--- config.mk ---
export PLATFORM = sky130hd
export DESIGN_NAME = rv32i_subset_execute_unit_flat
export DESIGN_NICKNAME = d
export VERILOG_FILES = /design/src/rtl/rvxu_pkg.sv /design/src/rtl/rvxu_stream_if.sv /design/src/rtl/rvxu_ram.sv /design/src/rtl/rvxu_decode.sv /design/src/rtl/rv32i_subset_execute_unit.sv /design/src/flat_wrapper.sv
export SDC_FILE = /design/constraint.sdc
export NUM_CORES = 1
export LEC_CHECK = 0
export BUFFER_PORTS_ARGS = -buffer_cell sky130_fd_sc_hd__clkbuf_2
export CAP_MARGIN = 0
export CORE_AREA = 2 2 39 41
export DETAILED_ROUTE_END_ITERATION = 12
export DIE_AREA = 0 0 41 43
export GPL_ROUTABILITY_DRIVEN = 1
export PLACE_DENSITY = 0.82
export SLEW_MARGIN = 20
export SYNTH_ARGS = -nofsm -noshare
export SYNTH_HDL_FRONTEND = slang
export SYNTH_SLANG_ARGS = --single-unit
--- constraint.sdc ---
create_clock -name clock -period 1.6 [get_ports clock]
set_input_delay 0.08 -clock clock [delete_from_list [all_inputs] [get_ports clock]]
set_output_delay 0.08 -clock clock [all_outputs]
set_load 0.02 [all_outputs]
--- src/rtl/rvxu_pkg.sv ---
// Package for the RV32I subset execute unit: opcodes, funct3 codes, ALU
// operations, control bundle and channel word types.
// No dependencies.
`timescale 1ns / 1ps

package rvxu_pkg;

   localparam logic [6:0] OP_R     = 7'h33;
   localparam logic [6:0] OP_I     = 7'h13;
   localparam logic [6:0] OP_LUI   = 7'h37;
   localparam logic [6:0] OP_LOAD  = 7'h03;
   localparam logic [6:0] OP_STORE = 7'h23;
   localparam logic [6:0] OP_JAL   = 7'h6F;
   localparam logic [6:0] OP_BEQ   = 7'h63;

   localparam logic [2:0] F3_ADD = 3'd0;
   localparam logic [2:0] F3_XOR = 3'd4;
   localparam logic [2:0] F3_SRA = 3'd5;
   localparam logic [2:0] F3_OR  = 3'd6;

   localparam logic [31:0] NO_ACCESS_DATA = 32'hFFFF_FFFF;

   typedef enum logic [2:0] {
      ALU_ADD,
      ALU_SUB,
      ALU_OR,
      ALU_XOR,
      ALU_SRA,
      ALU_PASS,
      ALU_ZERO
   } alu_op_type;

   typedef struct packed {
      logic       reg_write;
      logic       alu_src_imm;
      logic       branch;
      logic       mem_read;
      logic       mem_write;
      logic       mem_to_reg;
      logic       invalid;
      alu_op_type alu_op;
   } ctrl_type;

   typedef struct packed {
      logic [31:0]        instr_word;
      logic signed [31:0] rs1_value;
      logic signed [31:0] rs2_value;
      logic               word_access;
   } req_type;

   typedef struct packed {
      logic               reg_write;
      logic               alu_src_imm;
      logic               branch;
      logic               mem_read;
      logic               mem_write;
      logic               mem_to_reg;
      logic signed [31:0] immediate;
      logic signed [31:0] alu_value;
      logic signed [31:0] mem_data;
      logic               zero;
      logic               invalid;
      logic               mem_fault;
   } rsp_type;

endpackage

--- src/rtl/rvxu_stream_if.sv ---
// Valid/ready channel interface carrying one word of a given payload type.
// No dependencies; the payload type comes from the instantiating module.
`timescale 1ns / 1ps

interface rvxu_stream_if #(parameter type payload_type = logic);
   logic        valid;
   logic        ready;
   payload_type payload;

   modport source (output valid, output payload, input ready);
   modport sink (input valid, input payload, output ready);
endinterface

--- src/rtl/rvxu_ram.sv ---
// Generic simple dual-port RAM: one write port, one read port with a
// registered read. No dependencies.
`timescale 1ns / 1ps

module rvxu_ram #(
   parameter int WIDTH = 32,
   parameter int DEPTH = 4096
) (
   input  logic                     clock,
   input  logic                     wr_en,
   input  logic [$clog2(DEPTH)-1:0] wr_addr,
   input  logic [WIDTH-1:0]         wr_data,
   input  logic                     rd_en,
   input  logic [$clog2(DEPTH)-1:0] rd_addr,
   output logic [WIDTH-1:0]         rd_data
);

   logic [WIDTH-1:0] mem [DEPTH];
   logic [WIDTH-1:0] rd_data_ff;

   always_ff @(posedge clock) begin
      if (wr_en) begin
         mem[wr_addr] <= wr_data;
      end
      if (rd_en) begin
         rd_data_ff <= mem[rd_addr];
      end
   end

   assign rd_data = rd_data_ff;

endmodule

--- src/rtl/rvxu_decode.sv ---
// Instruction decoder: control bundle and sign-extended immediate.
// Depends on rvxu_pkg.
`timescale 1ns / 1ps

module rvxu_decode
   import rvxu_pkg::*;
(
   input  logic [31:0] instr_word,
   output ctrl_type    ctrl,
   output logic [31:0] immediate
);

   logic [6:0] opcode;
   logic [2:0] funct3;
   logic       f3_ok;
   alu_op_type f3_op;

   assign opcode = instr_word[6:0];
   assign funct3 = instr_word[14:12];

   always_comb begin
      f3_ok = 1'b1;
      f3_op = ALU_ADD;
      unique case (funct3)
         F3_ADD: f3_op = ALU_ADD;
         F3_XOR: f3_op = ALU_XOR;
         F3_OR:  f3_op = ALU_OR;
         F3_SRA: f3_op = ALU_SRA;
         default: f3_ok = 1'b0;
      endcase
   end

   always_comb begin
      ctrl      = '0;
      ctrl.alu_op = ALU_ZERO;
      immediate = '0;
      unique case (opcode)
         OP_R: begin
            ctrl.reg_write = 1'b1;
            ctrl.alu_op    = f3_op;
         end
         OP_I: begin
            ctrl.reg_write   = 1'b1;
            ctrl.alu_src_imm = 1'b1;
            ctrl.alu_op      = f3_op;
            // The shift form takes only the 5-bit shift amount, unsigned.
            if (funct3 == F3_SRA) begin
               immediate = {27'b0, instr_word[24:20]};
            end else begin
               immediate = {{20{instr_word[31]}}, instr_word[31:20]};
            end
         end
         OP_LUI: begin
            ctrl.reg_write   = 1'b1;
            ctrl.alu_src_imm = 1'b1;
            ctrl.alu_op      = ALU_PASS;
            immediate        = {instr_word[31:12], 12'b0};
         end
         OP_LOAD: begin
            ctrl.reg_write   = 1'b1;
            ctrl.alu_src_imm = 1'b1;
            ctrl.mem_read    = 1'b1;
            ctrl.mem_to_reg  = 1'b1;
            ctrl.alu_op      = ALU_ADD;
            immediate        = {{20{instr_word[31]}}, instr_word[31:20]};
         end
         OP_STORE: begin
            ctrl.alu_src_imm = 1'b1;
            ctrl.mem_write   = 1'b1;
            ctrl.alu_op      = ALU_ADD;
            immediate = {{20{instr_word[31]}}, instr_word[31:25], instr_word[11:7]};
         end
         OP_JAL: begin
            ctrl.reg_write = 1'b1;
            ctrl.branch    = 1'b1;
            ctrl.alu_op    = ALU_ZERO;
            immediate = {{11{instr_word[31]}}, instr_word[31], instr_word[19:12],
                         instr_word[20], instr_word[30:21], 1'b0};
         end
         OP_BEQ: begin
            ctrl.branch = 1'b1;
            ctrl.alu_op = ALU_SUB;
            immediate = {{19{instr_word[31]}}, instr_word[31], instr_word[7],
                         instr_word[30:25], instr_word[11:8], 1'b0};
         end
         default: begin
            ctrl.invalid = 1'b1;
         end
      endcase

      // An unsupported funct3 on R or I behaves exactly like an unknown opcode.
      if ((opcode == OP_R || opcode == OP_I) && !f3_ok) begin
         ctrl         = '0;
         ctrl.alu_op  = ALU_ZERO;
         ctrl.invalid = 1'b1;
         immediate    = '0;
      end
   end

endmodule

--- src/rtl/rv32i_subset_execute_unit.sv ---
// Top level of the RV32I subset execute unit: decode, ALU, data store access
// and the two-stage result path. Depends on rvxu_pkg, rvxu_stream_if,
// rvxu_decode and rvxu_ram.
//
//   Channel  Direction  Handshake      Word
//   req_if   in         valid/ready    req_type: instruction, rs1, rs2, size flag
//   rsp_if   out        valid/ready    rsp_type: controls, immediate, ALU, memory
//
// One instruction is taken per cycle unless stalled; its result word passes
// the middle stage, then the output register. Decode, ALU and the store's
// address all settle in the accept cycle, when the data store port is driven;
// the registered read of the store sets the latency. After reset the store is
// cleared one word a cycle, and req_if.ready stays low until that pass is done.
// A stalled result holds the output register and the middle stage; the unit
// keeps accepting as long as the middle stage can move on.
`timescale 1ns / 1ps

module rv32i_subset_execute_unit
   import rvxu_pkg::*;
#(
   parameter int MEM_WORDS = 4096
) (
   input  logic  clock,
   input  logic  reset,
   rvxu_stream_if.sink   req_if,
   rvxu_stream_if.source rsp_if
);

   localparam int AW = $clog2(MEM_WORDS);
   localparam logic [AW-1:0] LastIdx = AW'(MEM_WORDS - 1);

   req_type     req;
   ctrl_type    ctrl;
   logic [31:0] imm;
   logic [31:0] op_b;
   logic [31:0] alu_res;
   logic        is_mem;
   logic        fault;
   logic        req_fire;
   logic        out_load;

   logic          clearing_ff, clearing_in;
   logic [AW-1:0] clear_idx_ff, clear_idx_in;

   logic          ram_we;
   logic [AW-1:0] ram_waddr;
   logic [31:0]   ram_wdata;
   logic          ram_re;
   logic [31:0]   ram_rdata;

   logic    s1_valid_ff, s1_valid_in;
   rsp_type s1_rsp_ff, s1_rsp_in;
   logic    s1_load_ff, s1_load_in;
   logic    s1_word_ff, s1_word_in;

   logic    rsp_valid_ff, rsp_valid_in;
   rsp_type rsp_ff, rsp_in;

   assign req = req_if.payload;

   rvxu_decode u_decode (
      .instr_word (req.instr_word),
      .ctrl       (ctrl),
      .immediate  (imm)
   );

   assign op_b = ctrl.alu_src_imm ? imm : req.rs2_value;

   always_comb begin
      case (ctrl.alu_op)
         ALU_ADD:  alu_res = req.rs1_value + op_b;
         ALU_SUB:  alu_res = req.rs1_value - op_b;
         ALU_OR:   alu_res = req.rs1_value | op_b;
         ALU_XOR:  alu_res = req.rs1_value ^ op_b;
         ALU_SRA:  alu_res = req.rs1_value >>> op_b[4:0];
         ALU_PASS: alu_res = op_b;
         default:  alu_res = '0;
      endcase
   end

   // The ALU result is an unsigned byte address; anything past the store faults.
   assign is_mem = ctrl.mem_read || ctrl.mem_write;
   assign fault  = is_mem && (alu_res[31:2] >= 30'(MEM_WORDS));

   assign out_load     = s1_valid_ff && (!rsp_valid_ff || rsp_if.ready);
   assign req_if.ready = !clearing_ff && (!s1_valid_ff || out_load);
   assign req_fire     = req_if.valid && req_if.ready;

   // Store and load both use the store in the accept cycle, so a load right
   // after a store to the same word already reads the new data.
   always_comb begin
      clear_idx_in = clear_idx_ff;
      clearing_in  = clearing_ff;
      if (clearing_ff) begin
         clear_idx_in = clear_idx_ff + AW'(1);
         if (clear_idx_ff == LastIdx) begin
            clearing_in = 1'b0;
         end
      end
      if (clearing_ff) begin
         ram_we    = 1'b1;
         ram_waddr = clear_idx_ff;
         ram_wdata = '0;
      end else begin
         ram_we    = req_fire && ctrl.mem_write && !fault;
         ram_waddr = alu_res[AW+1:2];
         ram_wdata = req.word_access ? req.rs2_value : {24'b0, req.rs2_value[7:0]};
      end
      ram_re = req_fire && ctrl.mem_read && !fault;
   end

   rvxu_ram #(
      .WIDTH (32),
      .DEPTH (MEM_WORDS)
   ) u_ram (
      .clock   (clock),
      .wr_en   (ram_we),
      .wr_addr (ram_waddr),
      .wr_data (ram_wdata),
      .rd_en   (ram_re),
      .rd_addr (alu_res[AW+1:2]),
      .rd_data (ram_rdata)
   );

   always_comb begin
      s1_valid_in = s1_valid_ff;
      s1_rsp_in   = s1_rsp_ff;
      s1_load_in  = s1_load_ff;
      s1_word_in  = s1_word_ff;
      if (out_load) begin
         s1_valid_in = 1'b0;
      end
      if (req_fire) begin
         s1_valid_in           = 1'b1;
         s1_rsp_in.reg_write   = ctrl.reg_write;
         s1_rsp_in.alu_src_imm = ctrl.alu_src_imm;
         s1_rsp_in.branch      = ctrl.branch;
         s1_rsp_in.mem_read    = ctrl.mem_read;
         s1_rsp_in.mem_write   = ctrl.mem_write;
         s1_rsp_in.mem_to_reg  = ctrl.mem_to_reg;
         s1_rsp_in.immediate   = imm;
         s1_rsp_in.alu_value   = alu_res;
         s1_rsp_in.zero        = !ctrl.invalid && (alu_res == '0);
         s1_rsp_in.invalid     = ctrl.invalid;
         s1_rsp_in.mem_fault   = fault;
         s1_rsp_in.mem_data    = (ctrl.mem_write && !fault) ? '0 : NO_ACCESS_DATA;
         s1_load_in            = ctrl.mem_read && !fault;
         s1_word_in            = req.word_access;
      end
   end

   always_comb begin
      rsp_valid_in = rsp_valid_ff;
      rsp_in       = rsp_ff;
      if (rsp_if.ready) begin
         rsp_valid_in = 1'b0;
      end
      if (out_load) begin
         rsp_valid_in = 1'b1;
         rsp_in       = s1_rsp_ff;
         if (s1_load_ff) begin
            rsp_in.mem_data = s1_word_ff ? ram_rdata : {24'b0, ram_rdata[7:0]};
         end
      end
   end

   always_ff @(posedge clock) begin
      if (reset) begin
         clearing_ff  <= 1'b1;
         clear_idx_ff <= '0;
         s1_valid_ff  <= 1'b0;
         rsp_valid_ff <= 1'b0;
      end else begin
         clearing_ff  <= clearing_in;
         clear_idx_ff <= clear_idx_in;
         s1_valid_ff  <= s1_valid_in;
         rsp_valid_ff <= rsp_valid_in;
      end
      s1_rsp_ff  <= s1_rsp_in;
      s1_load_ff <= s1_load_in;
      s1_word_ff <= s1_word_in;
      rsp_ff     <= rsp_in;
   end

   assign rsp_if.valid   = rsp_valid_ff;
   assign rsp_if.payload = rsp_ff;

   // No instruction may enter while the store is being cleared.
   a_no_accept_while_clearing : assert property (@(posedge clock) disable iff (reset)
      clearing_ff |-> !req_fire)
      else $error("instruction accepted during store clearing");

   // Outside the clearing pass only an in-range store writes the memory.
   a_write_only_for_store : assert property (@(posedge clock) disable iff (reset)
      (ram_we && !clearing_ff) |-> (req_fire && ctrl.mem_write && !fault))
      else $error("data store written by a non-store instruction");

   // A held middle stage must not have its read data overwritten.
   a_no_read_while_held : assert property (@(posedge clock) disable iff (reset)
      (s1_valid_ff && !out_load) |-> !ram_re)
      else $error("store read issued while a load result waits");

   // A waiting middle stage stays valid until it moves to the output.
   a_s1_holds : assert property (@(posedge clock) disable iff (reset)
      (s1_valid_ff && !out_load) |=> s1_valid_ff)
      else $error("middle stage word lost");

   // An invalid instruction never touches the store.
   a_invalid_no_access : assert property (@(posedge clock) disable iff (reset)
      (req_fire && ctrl.invalid) |-> (!ram_re && !ram_we))
      else $error("invalid instruction accessed the store");

endmodule
--- src/flat_wrapper.sv ---
// flat-port wrapper written by rule: the top's interface ports become plain ports
module rv32i_subset_execute_unit_flat import rvxu_pkg::*;
#(
   parameter int MEM_WORDS = 4096
)
  (clock, reset, req_if_valid, req_if_payload, req_if_ready, rsp_if_valid, rsp_if_payload, rsp_if_ready);
  rvxu_stream_if req_if_i ();
  rvxu_stream_if rsp_if_i ();
  input  logic clock;
  input  logic reset;
  input wire logic [$bits(req_if_i.valid)-1:0] req_if_valid;
  input wire logic [$bits(req_if_i.payload)-1:0] req_if_payload;
  output wire logic [$bits(req_if_i.ready)-1:0] req_if_ready;
  output wire logic [$bits(rsp_if_i.valid)-1:0] rsp_if_valid;
  output wire logic [$bits(rsp_if_i.payload)-1:0] rsp_if_payload;
  input wire logic [$bits(rsp_if_i.ready)-1:0] rsp_if_ready;
  assign req_if_i.valid = req_if_valid;
  assign req_if_i.payload = req_if_payload;
  assign req_if_ready = req_if_i.ready;
  assign rsp_if_valid = rsp_if_i.valid;
  assign rsp_if_payload = rsp_if_i.payload;
  assign rsp_if_i.ready = rsp_if_ready;
  rv32i_subset_execute_unit #(.MEM_WORDS(MEM_WORDS)) u_core (.clock(clock), .reset(reset), .req_if(req_if_i), .rsp_if(rsp_if_i));
endmodule
# Yosys cells after proc, flatten, opt, wreduce, memory -nomap -nowiden
# Cells that the tools add are included.
# word_totals
register_bits	15
latch_bits	0
ramBits	0
mem_bits_ro	0
word_cells	22
n_memories	0
# op_classes
n_addsub	1
n_mul	0
div	0
n_lt_le_gt_ge	0
eq_ne	1
n_shift	0
mux	6
n_bitwise	0
n_reduce_logical	10
# op_table
op	n
adder 12 x 1 -> 12 bit, second input constant	1
equality test 12 bit, second input constant	1
two-way mux 1 bit	6
nonzero test 2 bit	2
logical AND 1 bit	3
logical NOT 1 bit	3
logical OR 1 bit	2

# Longest topological paths before layout
# Gate-level depths: netlist (run 1).
# logic_depth
ltp_word	7
mapped_depth	4
ltp_nobuf	4

# By module
# Synthesis (run 1) repeated with hierarchy kept, for this count alone.
# hier_totals
hier_cells	271
area_unflattened_um2	1900.6
# by_module_without_submodules
module	n_inst	cells_each	area_per_inst_um2	seq_area_each_um2
rv32i_subset_execute_unit	1	144	1151.1	360.3
rvxu_decode	1	127	749.5	0.0

# Least setup slack after synthesis (run 1)
# OpenSTA, ideal clock, no wires.
# synth_timing
path_kind	flip-flop to flip-flop
startpoint	register u_core.clear_idx_ff[0]
endpoint	register u_core.clear_idx_ff[8]
setup_ns	0.071
t_arrival_ns	1.264
slack_ns	0.265
path_stages_with_launch	5
n_path_buf	0
period_less_slack_ns	1.335
cell_sequence	dfxtp_1 ha_1 nand3_1 or4_1 a21oi_1
# synth_via
elab_chain_cells	1
# synth_lines
item	line_no	rtl
start, declared	rv32i_subset_execute_unit.sv:43	logic [AW-1:0] clear_idx_ff, clear_idx_in;
start signal, assigned	rv32i_subset_execute_unit.sv:175	clear_idx_ff <= clear_idx_in;
adder 12 x 1 -> 12 bit	rv32i_subset_execute_unit.sv:95	clear_idx_in = clear_idx_ff + AW'(1);
# Every way passes these cells.
# A chain may end at the register's enable or synchronous reset.

# Worst setup path in the final report (run 1)
# layout_timing
startpoint	register u_core.clear_idx_ff[0]
endpoint	register u_core.clear_idx_ff[10]
# Same word-level chain as after synthesis.

==> results of run 1 <==
==> state kept, by name (all words and copies together), names as in the netlist <==
register             count
u_core.clear_idx_ff     12
u_core.clearing_ff       1
u_core.rsp_if.valid      1
u_core.s1_valid_ff       1
==> synthesized netlist by cell type, types with 3 or more instances <==
master / number
nor2b_1: 3
dfxtp_1: 15
xor2_1: 3
or4_1: 4
a21oi_1: 9
nand3_1: 5
o31ai_1: 4
nor2_1: 10
==> where the power goes <==
group	total, W	switching [W]	internal (W)
clock network	0.000212	0.000115	0.0000969
registers	0.000386	0.00000663	0.000380
logic	0.0000310	0.0000179	0.0000130
==> cells by family after synthesis <==
family / share of synthesized area (%)
other: 0.563
and+or+nand+nor: 27.3
AOI/OAI and AO/OA: 12.8
buffers and inverters: 3.95
adders and majority gates: 1.88
DFF: 45.1
muxes: 3.20
xor gates and xnor gates: 5.26
==> area by class of cell <==
| type | count | area [µm²] | share of cell area (%) |
|---|---|---|---|
| clock buffer | 4 | 26.3 | 3.58 |
| inverter | 2 | 7.51 | 1.02 |
| multi-input combinational | 55 | 339 | 46.2 |
| sequential | 15 | 300 | 41.0 |
| tap | 16 | 20.0 | 2.73 |
| timing repair buffer | 7 | 40.0 | 5.46 |
==> cells in the final DEF (no fill, tap or decap) <==
| cell | synthesis | routed |
|---|---|---|
| mux2_2 | 1 | 1 |
| nor2b_1 | 3 | 3 |
| clkbuf_4 | 0 | 3 |
| nand4_1 | 2 | 2 |
| dfxtp_1 | 15 | 15 |
| nor4_1 | 2 | 2 |
| conb_1 | 1 | 1 |
| inv_1 | 2 | 2 |
| clkbuf_2 | 0 | 5 |
| mux2i_1 | 1 | 1 |
| buf_4 | 2 | 2 |
| o31ai_1 | 4 | 4 |
| ha_1 | 1 | 1 |
| nand2_1 | 2 | 2 |
| clkbuf_1 | 1 | 1 |
| nand3_1 | 5 | 5 |
| or4_1 | 4 | 4 |
| xnor2_1 | 1 | 1 |
| a21oi_1 | 9 | 9 |
| xor2_1 | 3 | 3 |
| nor2_1 | 10 | 10 |
| o21ai_0 | 2 | 2 |
| nand4_2 | 2 | 2 |
| or3_1 | 2 | 2 |
==> layer usage <==
metal | vias up | GRT usage, % | wire length (µm)
met5 | - | 0 | 0
met4 | 0 | 14.0 | 46
met3 | 5 | 3.14 | 22
met2 | 11 | 23.4 | 597
met1 | 267 | 17.3 | 531
li1 | 289 | - | -
==> path summary, 6_finish.rpt <==
path	start	endpoint	slack (ps)	cells after the start
min reg2reg	u_core.clear_idx_ff[10]	u_core.clear_idx_ff[10]	490	2
min	rsp_if_ready	u_core.rsp_if.valid	100	4
max	u_core.clear_idx_ff[0]	u_core.clear_idx_ff[10]	140	4
max reg2reg	u_core.clear_idx_ff[0]	u_core.clear_idx_ff[10]	140	4
==> tightest hold or removal path: cells and delay by family <==
family / cells / cell delay (ps)
and+or+nand+nor: 3 / 180
buffers and inverters: 1 / 70
==> metrics by stage <==
stage | instance area, µm² | setup slack, ps | hold slack (ps) | utilization [%]
floorplan | 666 | 265 | 149 | -
global placement | 707 | 210 | 375 | 51.1
detailed placement | 707 | 164 | 398 | 51.1
CTS | 733 | 129 | 93.2 | 53.0
global route | 733 | 19.4 | 114 | 53.0
finish | 733 | 140 | 96.6 | 53.0
==> flow_summary.ini, run 1 <==
[clocking]
cts-htree-levels = 1
cts_setup_buffers = 0
cts_buffers = 3
cts_resized = 0
clock_latency_ps = 280
clkTransAtPathRegs_ps = 80
tritoncts = built
cts.sinks = 15
cts_buffer_depth = 2
postCtsHoldBufs = 0
cts-root-buf = clkbuf_4

[status]
status = complete, no violations

[synthesis]
yosysWarnings = 0
syn_area_um2 = 666
ys_ff_latch = 15
yosysUniqueCellTypes = 22
synth_flop_cell = dfxtp_1
syn_inst = 75
yosysTopAreaCell = dfxtp_1
yosys-top-cells-area = dfxtp_1, a21oi_1, nor2_1
yosysSeqAreaShare_pct = 45.1
synth_edf_count = 0
synth_top_area_share_pct = 45.1
async_flop_share_pct = 0
avgSynthCellArea_um2 = 8.88
syn_nets = 81

[placed_design]
dp.cells = 95
gp_congestion = 0.757
dp_hpwl_um = 847
port_buffers = 5

[floorplan]
ios = 8
start_util_pct = 48.1
die_area_mm2 = 0.00176
core_area_mm2 = 0.00138
std_cell_rows = 14
die_y_um = 43
die_w_um = 41

[setup_path]
path_buf_inv = 0
critical-path-max-stage-delay_ps = 430
arrival_ps = 1670
critPathMaxFanout = 5
critPathKind = register to register
crit_family = simple AND/OR/NAND/NOR gates
slowest_stage = or4_1
critPathLaunchType = register
cp_cell_sequence = ha_1 -> nand4_2 -> or4_1 -> a21oi_1
cp-end-kind = register
worstPathRequired_ps = 1810

[timing]
fmax_mhz = 685
hold_viol = 0
setup_violations = 0
tns_ps = 0
finClkSkew_ps = 3.40
rsz0062_at_grt = false
fin_crit_sh_pct = 91.3
period_needed_ps = 1460
finalMaxSlewViolations = 0

[drt]
wl_um = 1200
wl_per_cell_um = 12.1
drt-pass1-iter-count = 4
num_vias = 572
dr.first_iter.drc_count = 6
avgViaCountPerCell = 5.78
drc_errors = 0
ant_nets = 0

[cells_and_area]
fin_nets = 90
areaGrowthSynthToFinish_pct = 10.2
drive_gt1_share_pct = 15.7
antenna_cells = 0
fin_cells = 99
fill_cells = 135

[global_route]
grt_pass1_vias = 457
grt_use_total_pct = 15.6
grt_pass1_wl_um = 1790
grt_max_degree = 17
grt_antenna_before_repair = 0
gr-total-overflow = 0

[job]
drv_cap = 0

[power]
p_total_w = 0.000629
p_leak_nw = 0.272
power.density_mw_per_mm2 = 858
vdd_drop_max_v = 0.000405

[min_path]
hold_class = input port to register
Power figures use the tool's default switching activity.
==> run 2, diff against run 1 <==
--- a/config.mk
+++ b/config.mk
@@ -7,12 +7,13 @@
 export LEC_CHECK = 0
 export BUFFER_PORTS_ARGS = -buffer_cell sky130_fd_sc_hd__clkbuf_2
 export CAP_MARGIN = 0
-export CORE_AREA = 2 2 39 41
+export CORE_MARGIN = 2
+export CORE_UTILIZATION = 62
 export DETAILED_ROUTE_END_ITERATION = 12
-export DIE_AREA = 0 0 41 43
 export GPL_ROUTABILITY_DRIVEN = 1
-export PLACE_DENSITY = 0.82
+export PLACE_DENSITY = 0.92
 export SLEW_MARGIN = 20
 export SYNTH_ARGS = -nofsm -noshare
 export SYNTH_HDL_FRONTEND = slang
+export SYNTH_HIERARCHICAL = 1
 export SYNTH_SLANG_ARGS = --single-unit
==> flow_summary.ini, run 2 <==
[timing]
period_needed_ps = 1460
hold_viol = 0
fin_crit_sh_pct = 91.3
fmax_mhz = 684
finalMaxSlewViolations = 0
tns_ps = 0
setup_violations = 0
rsz0062_at_grt = false
finClkSkew_ps = 2.07

[cells_and_area]
areaGrowthSynthToFinish_pct = 15.6
seqCellArea_um2 = 360
final_cell_mix = conb_1, nand2_1, nor2_1
multi_input_area_mm2 = 0.00169
layout.cells.most_common = conb_1
antenna_cells = 0
drive_gt1_share_pct = 7.44
largest_register_ff_count = 12
fin_util_pct = 76.9
fin_nets = 343
regMostFlops = u_core/clear_idx_ff
fill_cells = 237

[clocking]
clkTransAtPathRegs_ps = 90
tritoncts = built
cts-htree-levels = 1
cts_buffers = 3
cts_setup_buffers = 0
clock_latency_ps = 280
cts_buffer_depth = 2
postCtsHoldBufs = 0
cts.sinks = 17
cts_resized = 0
cts-root-buf = clkbuf_4

[drt]
drc_errors = 0
avgViaCountPerCell = 5.37
wl_per_cell_um = 10.4
ant_nets = 0
drt-pass1-iter-count = 6
dr.first_iter.drc_count = 105
wl_um = 3830
num_vias = 1972

[power]
p_leak_nw = 0.841
power.density_mw_per_mm2 = 391
vdd_drop_max_v = 0.000269

[setup_path]
arrival_ps = 1630
rrSetupSlack_ps = 140
cp-end-kind = register
critPathMaxFanout = 3
critPathKind = register to register
worstPathRequired_ps = 1770
critPathLaunchType = register

[floorplan]
die_y_um = 59.1
start_util_pct = 66.5
std_cell_rows = 19
core_area_mm2 = 0.00283
ios = 8
die_area_mm2 = 0.00349
die_w_um = 59.1

[global_route]
grt_use_total_pct = 24.0
grt_max_degree = 26
grt_pass1_wl_um = 6820
grt_pass1_vias = 1690
grt_antenna_before_repair = 0
gr-total-overflow = 0

[placed_design]
dp_hpwl_um = 2990
port_buffers = 6
gp_congestion = 0.891

[synthesis]
syn_area_mm2 = 0.00188
syn_inst = 267
yosysWarnings = 6
avgSynthCellArea_um2 = 7.05

[status]
status = complete, no violations

[job]
drv_cap = 0

[min_path]
hold_class = input port to register
==> run 2: path summary, 6_finish.rpt <==
path,from,end,cells after the start
setup / recovery,u_core/clear_idx_ff[0],u_core/clear_idx_ff[10],7
setup reg to reg,u_core/clear_idx_ff[0],u_core/clear_idx_ff[10],7
hold reg to reg,u_core/s1_rsp_ff[0],u_core/rsp_if.payload,0
hold / removal,rsp_if_ready,u_core/rsp_if.valid,4
==> run 2: layer usage <==
metal / vias to the layer above / wire, µm / track usage [%]
met3: 10 / 131 / 2.18
met4: 0 / 97 / 8.77
met5: - / 0 / 0
li1: 1050 / - / -
met1: 851 / 1740 / 30.0
met2: 61 / 1850 / 42.7
==> run 2: worst max-delay path, stage by stage, from the launching register on <==
cell and delay (ps):
dfxtp_1 380, ha_1 210, nand3_1 90, nor2_1 160, and3_1 200, nand4_1 110, xor2_1 140, nor2_1 50
==> run 2: where the power goes <==
group	switching [W]	internal (W)
sequential	0.00000648	0.000437
clock	0.000128	0.0000928
combinational	0.000114	0.0000723
total	0.000249	0.000602
==> run 2: final cells by class <==
cell class	count	area share, %
clock buffer	3	1.04
clock inverter	1	0.230
inverter	5	0.863
multi-input combinational	303	77.8
sequential	17	16.6
tap	31	1.78
timing repair buffer	7	1.73
==> run 2: through the flow <==
step           hold slack [ps]  setup WS, ps  instance area (µm²)  instances  power (W)
2_1_floorplan              152           120                 2160        341   0.000613
3_3_place_gp               400           163                 2150        363   0.000611
3_5_place_dp               407           175                 2150        363   0.000615
4_1_cts                   91.5           134                 2170        367   0.000836
5_1_grt                    132          29.9                 2170        367   0.000907
6_report                   109           139                 2170        367   0.000850
